`src/sv/kmcd_pkg.sv`:
```
// Shared types and constants for the key matrix chatter debounce block.
// Used by the top level and its port list; depends on nothing else.
`timescale 1ns / 1ps

package kmcd_pkg;

  // one scanned key sample
  typedef struct packed {
    logic [6:0]  key_index;
    logic        key_down;
    logic [15:0] scan_period;
  } sample_t;

  // one debounced result
  typedef struct packed {
    logic pressing;
    logic pressed_edge;
    logic released_edge;
    logic changed;
  } result_t;

  // per-key signed run count
  typedef logic signed [15:0] count_t;

  localparam count_t      CNT_MAX     = 16'sd32767;
  localparam count_t      CNT_MIN     = -16'sd32767;
  localparam logic [31:0] LIMIT_RESET = 32'd8000;

  // register select bit of paddr (word index)
  localparam logic REG_CHATTER_LIMIT = 1'b0;

endpackage

```
`src/sv/key_matrix_chatter_debounce.sv`:
```
// Key matrix chatter debounce: per-key run counters held in one RAM.
// A sample is read from RAM into stage 1, then updated, written back and registered out.
// One sample per cycle unless clearing or stalled; same-key repeats use write forwarding.
// Reset: synchronous; chatter_limit returns to 8000 and a clearing pass zeroes each
// counter RAM address in turn, during which no sample is taken (config writes still are).
`timescale 1ns / 1ps

module key_matrix_chatter_debounce #(
  parameter int KEYS = 128
) (
  input  logic               clk,
  input  logic               rst,
  // sample channel
  input  logic               sample_valid,
  output logic               sample_ready,
  input  kmcd_pkg::sample_t  sample,
  // result channel
  output logic               result_valid,
  input  logic               result_ready,
  output kmcd_pkg::result_t  result,
  // configuration port
  input  logic               psel,
  input  logic               penable,
  input  logic               pwrite,
  input  logic [2:0]         paddr,
  input  logic [31:0]        pwdata,
  output logic [31:0]        prdata,
  output logic               pready
);

  import kmcd_pkg::*;

  localparam int AW = (KEYS > 1) ? $clog2(KEYS) : 1;
  localparam int EW = AW + 7;

  // configuration register
  logic [31:0] chatter_limit;

  // clearing pass
  logic          clr_active;
  logic [AW-1:0] clr_addr;

  // stage 1: RAM data ready
  logic          s1_valid;
  logic          s1_in_range;
  logic [AW-1:0] s1_addr;
  logic          s1_down;
  logic [15:0]   s1_period;

  // write forward for a same-key sample read at the write edge
  logic          fwd_valid;
  logic [AW-1:0] fwd_addr;
  count_t        fwd_data;

  logic [EW-1:0] idx_ext;
  logic          in_range;
  logic [AW-1:0] rd_addr;
  logic          accept;
  logic          s1_go;
  logic [15:0]   ram_rdata;
  count_t        c;
  count_t        c_next;
  logic          prev;
  logic          neg;
  logic [15:0]   mag;
  logic [31:0]   prod;
  logic          reversal;
  count_t        step_up;
  count_t        step_dn;
  logic          now;
  logic          ram_we;
  logic [AW-1:0] ram_waddr;
  count_t        ram_wdata;
  result_t       result_next;

  // configuration access
  assign pready = 1'b1;
  assign prdata = (paddr[2] == REG_CHATTER_LIMIT) ? chatter_limit : 32'd0;

  always_ff @(posedge clk) begin
    if (rst) begin
      chatter_limit <= LIMIT_RESET;
    end else if (psel && penable && pwrite && pready && paddr[2] == REG_CHATTER_LIMIT) begin
      chatter_limit <= pwdata;
    end
  end

  // key index decode
  assign idx_ext  = {{AW{1'b0}}, sample.key_index};
  assign in_range = idx_ext < EW'(KEYS);
  assign rd_addr  = idx_ext[AW-1:0];

  // handshake
  assign s1_go        = s1_valid && (!result_valid || result_ready);
  assign sample_ready = !clr_active && (!s1_valid || s1_go);
  assign accept       = sample_valid && sample_ready;

  // clearing pass after reset
  always_ff @(posedge clk) begin
    if (rst) begin
      clr_active <= 1'b1;
      clr_addr   <= '0;
    end else if (clr_active) begin
      if (clr_addr == AW'(KEYS - 1)) begin
        clr_active <= 1'b0;
      end
      clr_addr <= clr_addr + AW'(1);
    end
  end

  // counter RAM
  assign ram_we    = clr_active || (s1_go && s1_in_range);
  assign ram_waddr = clr_active ? clr_addr : s1_addr;
  assign ram_wdata = clr_active ? count_t'(0) : c_next;

  kmcd_ram #(
    .WIDTH(16),
    .DEPTH(KEYS)
  ) u_cnt_ram (
    .clk  (clk),
    .we   (ram_we),
    .waddr(ram_waddr),
    .wdata(ram_wdata),
    .re   (accept),
    .raddr(rd_addr),
    .rdata(ram_rdata)
  );

  // stage 1 control
  always_ff @(posedge clk) begin
    if (rst) begin
      s1_valid <= 1'b0;
    end else if (accept) begin
      s1_valid <= 1'b1;
    end else if (s1_go) begin
      s1_valid <= 1'b0;
    end
  end

  // stage 1 payload
  always_ff @(posedge clk) begin
    if (accept) begin
      s1_in_range <= in_range;
      s1_addr     <= rd_addr;
      s1_down     <= sample.key_down;
      s1_period   <= sample.scan_period;
    end
  end

  // forward capture: set when a write lands at the same edge as a RAM read
  always_ff @(posedge clk) begin
    if (rst) begin
      fwd_valid <= 1'b0;
    end else if (accept) begin
      fwd_valid <= s1_go && s1_in_range;
    end
  end

  always_ff @(posedge clk) begin
    if (accept) begin
      fwd_addr <= s1_addr;
      fwd_data <= c_next;
    end
  end

  // read-modify: current count with forwarding
  assign c = (fwd_valid && fwd_addr == s1_addr) ? fwd_data : count_t'(ram_rdata);

  assign neg      = c[15];
  assign prev     = !neg && (c != count_t'(0));
  assign mag      = neg ? 16'(-c) : 16'(c);
  assign prod     = {16'd0, mag} * {16'd0, s1_period};
  assign reversal = s1_down ? neg : prev;
  assign step_up  = (c < CNT_MAX) ? count_t'(c + count_t'(1)) : c;
  assign step_dn  = (c > CNT_MIN) ? count_t'(c - count_t'(1)) : c;

  // counter update
  always_comb begin
    if (reversal) begin
      if (prod < chatter_limit) begin
        c_next = prev ? step_up : step_dn;
      end else begin
        c_next = s1_down ? count_t'(1) : count_t'(-1);
      end
    end else begin
      c_next = s1_down ? step_up : step_dn;
    end
  end

  // result fields
  assign now = !c_next[15] && (c_next != count_t'(0));

  always_comb begin
    if (s1_in_range) begin
      result_next.pressing      = now;
      result_next.pressed_edge  = now && !prev;
      result_next.released_edge = !now && prev;
      result_next.changed       = now != prev;
    end else begin
      result_next = '0;
    end
  end

  // output register
  always_ff @(posedge clk) begin
    if (rst) begin
      result_valid <= 1'b0;
    end else if (s1_go) begin
      result_valid <= 1'b1;
    end else if (result_ready) begin
      result_valid <= 1'b0;
    end
  end

  always_ff @(posedge clk) begin
    if (s1_go) begin
      result <= result_next;
    end
  end

endmodule

```
`src/sv/kmcd_ram.sv`:
```
// Generic single-write, single-read RAM with a registered read port.
// Standalone; read-during-write to the same address returns the old data.
`timescale 1ns / 1ps

module kmcd_ram #(
  parameter int WIDTH = 16,
  parameter int DEPTH = 128
) (
  input  logic                                 clk,
  input  logic                                 we,
  input  logic [(DEPTH > 1 ? $clog2(DEPTH) : 1)-1:0] waddr,
  input  logic [WIDTH-1:0]                     wdata,
  input  logic                                 re,
  input  logic [(DEPTH > 1 ? $clog2(DEPTH) : 1)-1:0] raddr,
  output logic [WIDTH-1:0]                     rdata
);

  logic [WIDTH-1:0] mem [DEPTH];

  // write port
  always_ff @(posedge clk) begin
    if (we) begin
      mem[waddr] <= wdata;
    end
  end

  // registered read port
  always_ff @(posedge clk) begin
    if (re) begin
      rdata <= mem[raddr];
    end
  end

endmodule
```
`config.mk`:
```
export PLATFORM = sky130hd
export DESIGN_NAME = key_matrix_chatter_debounce
export DESIGN_NICKNAME = d
export VERILOG_FILES = /design/src/sv/kmcd_pkg.sv /design/src/sv/key_matrix_chatter_debounce.sv /design/src/sv/kmcd_ram.sv
export SDC_FILE = /design/constraint.sdc
export NUM_CORES = 2
export LEC_CHECK = 0
export BUFFER_PORTS_ARGS = -buffer_cell sky130_fd_sc_hd__buf_2
export CAP_MARGIN = 30
export CORE_ASPECT_RATIO = 0.8
export CORE_MARGIN = 5
export CORE_UTILIZATION = 31
export CTS_BUF_LIST = sky130_fd_sc_hd__clkbuf_4 sky130_fd_sc_hd__clkbuf_8 sky130_fd_sc_hd__clkbuf_16
export CTS_CLUSTER_SIZE = 12
export DETAILED_ROUTE_END_ITERATION = 12
export SYNTH_ARGS = -nofsm -noshare
export SYNTH_HDL_FRONTEND = slang
export SYNTH_SLANG_ARGS = --single-unit
```
`constraint.sdc`:
```
create_clock -name clk -period 24.6 [get_ports clk]
set_clock_uncertainty 0.05 [all_clocks]
set_input_delay 4.92 -clock clk [delete_from_list [all_inputs] [get_ports clk]]
set_output_delay 4.92 -clock clk [all_outputs]
set_load 0.02 [all_outputs]
```
==> impl_metrics.ini <==
[run_status]
status = complete, no violations

[cells_and_area]
multi_input_area_sq_mm = 0.02780
final_cells = 9320
regArea_sq_mm = 0.06437
final_net_count = 5634
area_delta_synth_final_pct = 13.87
post-route-util_pct = 35.53
drive_gt1_share_pct = 26.22
fill_cells = 27690

[grt]
grt_max_degree = 97
grt_pass1_wl_um = 348200
grt_use_total_pct = 15.08
grt_antenna_before_repair = 17
grt_pass1_vias = 47620
grt-ovfl-total = 0

[pwr]
power.density_mw_per_mm2 = 67.98
peakVddDrop_uv = 58.24
leakage_nw = 36.93

[clocking]
post_cts_buffers = 0
cts_inserted_buffers = 214
clk_pin_slew_ns = 0.06
post_cts_resized = 0
clock_latency_ns = 0.87
root_buffer = clkbuf_16
cts_sinks = 2158
clock_path_buffers = 4
cts-htree-levels = 4
hold_buffers = 0
cts_tree = done

[drt]
drt_iter0_markers = 5782
wl_um = 241900
ant_nets = 0
drc = 0
wl_per_cell_um = 25.95
vias = 48160
firstDrtPassIters = 5
via_per_inst = 5.167

[worst_hold_path]
whs_path_depth = 2
hp-class = reg2reg
min_to = chatter_limit[15]
min-delay-start = chatter_limit[15]

[setup_path]
crit_fanout = 76
reg2reg_slack_ns = 10.24
start_kind = register
arrival_ns = 14.82
cp_slowest_cell = xor2_2
critical_path_class = reg2reg
crit_required_ns = 25.06
r2r_end = u_cnt_ram.mem[74][2]
cp-end-kind = register
cpMostUsedCell = fa_1
critPathMaxStageDelay_ns = 0.84
rr_startpoint = s1_addr[0]
r2r_cells = 42

[yosys]
post_synth.cell_area_avg_sq_um = 19.14
synth-seq-area-share_pct = 68.51
synth-async-reset-ratio_pct = 0
synth_cell_types = 83
synth_seq_cells = 2158
synth-main-ff-cell = edfxtp_1
syn_inst = 4910
yosysWarnings = 0
synth_edf_count = 2115
syn_area_sq_mm = 0.09396
synth_fp_nets = 5312

[timing]
fin_crit_sh_pct = 58.37
final_max_slew_viol_count = 0
tns_ns = 0
slew_headroom_pct = 29.37
worst_pin_slew_ns = 1.059
hold_viol = 0
rsz0062_at_grt = no
setup-violations-final = 0
layout_min_cycle_time_ns = 14.36
max_freq_mhz = 69.65

[die]
die_h_um = 502.4
die_area_sq_mm = 0.3143
pin_count = 105
initial_core_util_pct = 31.20
fp.dieW_um = 625.5
num_rows = 180
core_sq_mm = 0.3011

[place]
dp_hpwl_um = 150500
dp_cells = 9006
place.port_buffers = 101
place_congestion = 0.8784

[job]
cap_violations = 0
-- where the power goes --
part / internal, mW / switching, mW
Combinational: 0.135 / 0.170
Sequential: 3.99 / 0.00321
Clock: 1.67 / 1.31
-- stage by stage --
step | power, mW | setup WS [ns] | cell area, sq um | hold slack (ns)
2_1_floorplan | 4.260 | 6.542 | 93960 | 0.3863
4_1_cts | 7.347 | 10.20 | 106700 | 0.4042
3_5_place_dp | 4.375 | 10.19 | 100600 | 0.3967
3_3_place_gp | 4.373 | 9.411 | 100400 | 0.3927
5_1_grt | 7.515 | 9.397 | 107000 | 0.4166
6_report | 7.273 | 10.24 | 107000 | 0.4043
-- per-layer routing --
layer  vias to the layer above  track usage [%]  share of wire, %
met5                         -                0                 0
met4                         0            3.155               2.0
met3                       276            3.233               9.2
met2                      2129            22.08                44
met1                     25730            23.10                45
li1                      20020                -                 -
-- state kept, by name, summed over array words and instances (netlist names) --
register         flops
result               4
fwd_addr             7
clr_active           1
fwd_data            16
s1_down              1
u_cnt_ram.mem     2048
fwd_valid            1
s1_period           16
s1_valid             1
u_cnt_ram.rdata     16
s1_addr              7
chatter_limit       32
result_valid         1
clr_addr             7
-- worst max-delay path, delay by kind of cell (launching register included) --
| family | cells | cell delay [ns] |
|---|---|---|
| adders and majority gates | 9 | 4.02 |
| xor gates and xnor gates | 2 | 1.15 |
| DFF | 1 | 0.56 |
| and+or+nand+nor | 10 | 2.49 |
| buffers and inverters | 7 | 1.99 |
| AOI/OAI and AO/OA | 12 | 2.73 |
| muxes | 2 | 0.93 |
-- Yosys cell counts, drive strengths merged (27+ instances only) --
cell type  count  area share [%]
edfxtp      2115              68
mux4         672              16
nand2        294             1.2
inv          273             1.1
nor2         244            0.98
fa           194             4.1
clkbuf       178            0.71
ha           142             1.9
and2         120            0.80
a21oi         86            0.46
buf           63            0.28
o21ai         51            0.27
xnor2         45            0.42
nand3         44            0.23
dfxtp         43            0.92
mux2          28            0.34
nor3          27            0.15
-- layout by cell type, fill, tap and decap left out, types with 13 or more instances in the layout --
cell type,n
edfxtp_1,2115
mux4_2,672
nand2_1,294
inv_1,272
nor2_1,225
buf_4,220
clkbuf_16,217
fa_1,194
ha_1,142
and2_1,120
buf_2,97
a21oi_1,86
clkbuf_4,57
o21ai_0,48
xnor2_1,45
nand3_1,44
dfxtp_1,42
mux2_2,27
nor3_1,25
mux2i_1,23
xor2_1,23
nand4_1,19
a21o_1,18
nor2_2,17
and3_1,13
-- logic make-up (layout without fill, tap and decap cells) --
group,count (synthesis),in the layout,share of synthesized area (%)
flip-flops,2158,2158,68.51
AND/OR/NAND/NOR,838,838,4.123
multiplexers,724,724,16.72
buffers and inverters,515,918,2.088
adder cells (fa/ha/maj),336,336,6.025
AO/OA/AOI/OAI,269,269,1.887
XOR/XNOR,69,69,0.6432
other,1,4,0.003991
-- worst max-delay path by stage --
stage,endpoint,slack [ns],startpoint,cells past startpoint
3_3_place_gp,u_cnt_ram.mem[8][1],9.41,s1_addr[0],41
6_report,u_cnt_ram.mem[74][2],10.24,s1_addr[0],42
5_1_grt,u_cnt_ram.mem[74][2],9.40,s1_addr[0],42
3_5_place_dp,u_cnt_ram.mem[118][10],10.19,s1_addr[0],41
2_1_floorplan,u_cnt_ram.mem[0][11],6.54,s1_addr[6],38
4_1_cts,u_cnt_ram.mem[76][10],10.20,s1_addr[0],41
-- area by class of cell --
| type | instances | area share (%) |
|---|---|---|
| flip-flops and latches | 2158 | 60.17 |
| diodes | 3 | 0.007017 |
| well taps | 4004 | 4.683 |
| clock inverters | 22 | 0.1918 |
| inverters | 274 | 0.9613 |
| clock buffers | 275 | 5.488 |
| multi-input cells | 2237 | 25.99 |
| repair buffers | 347 | 2.512 |
No activity file was read; power rests on OpenSTA's default activity.
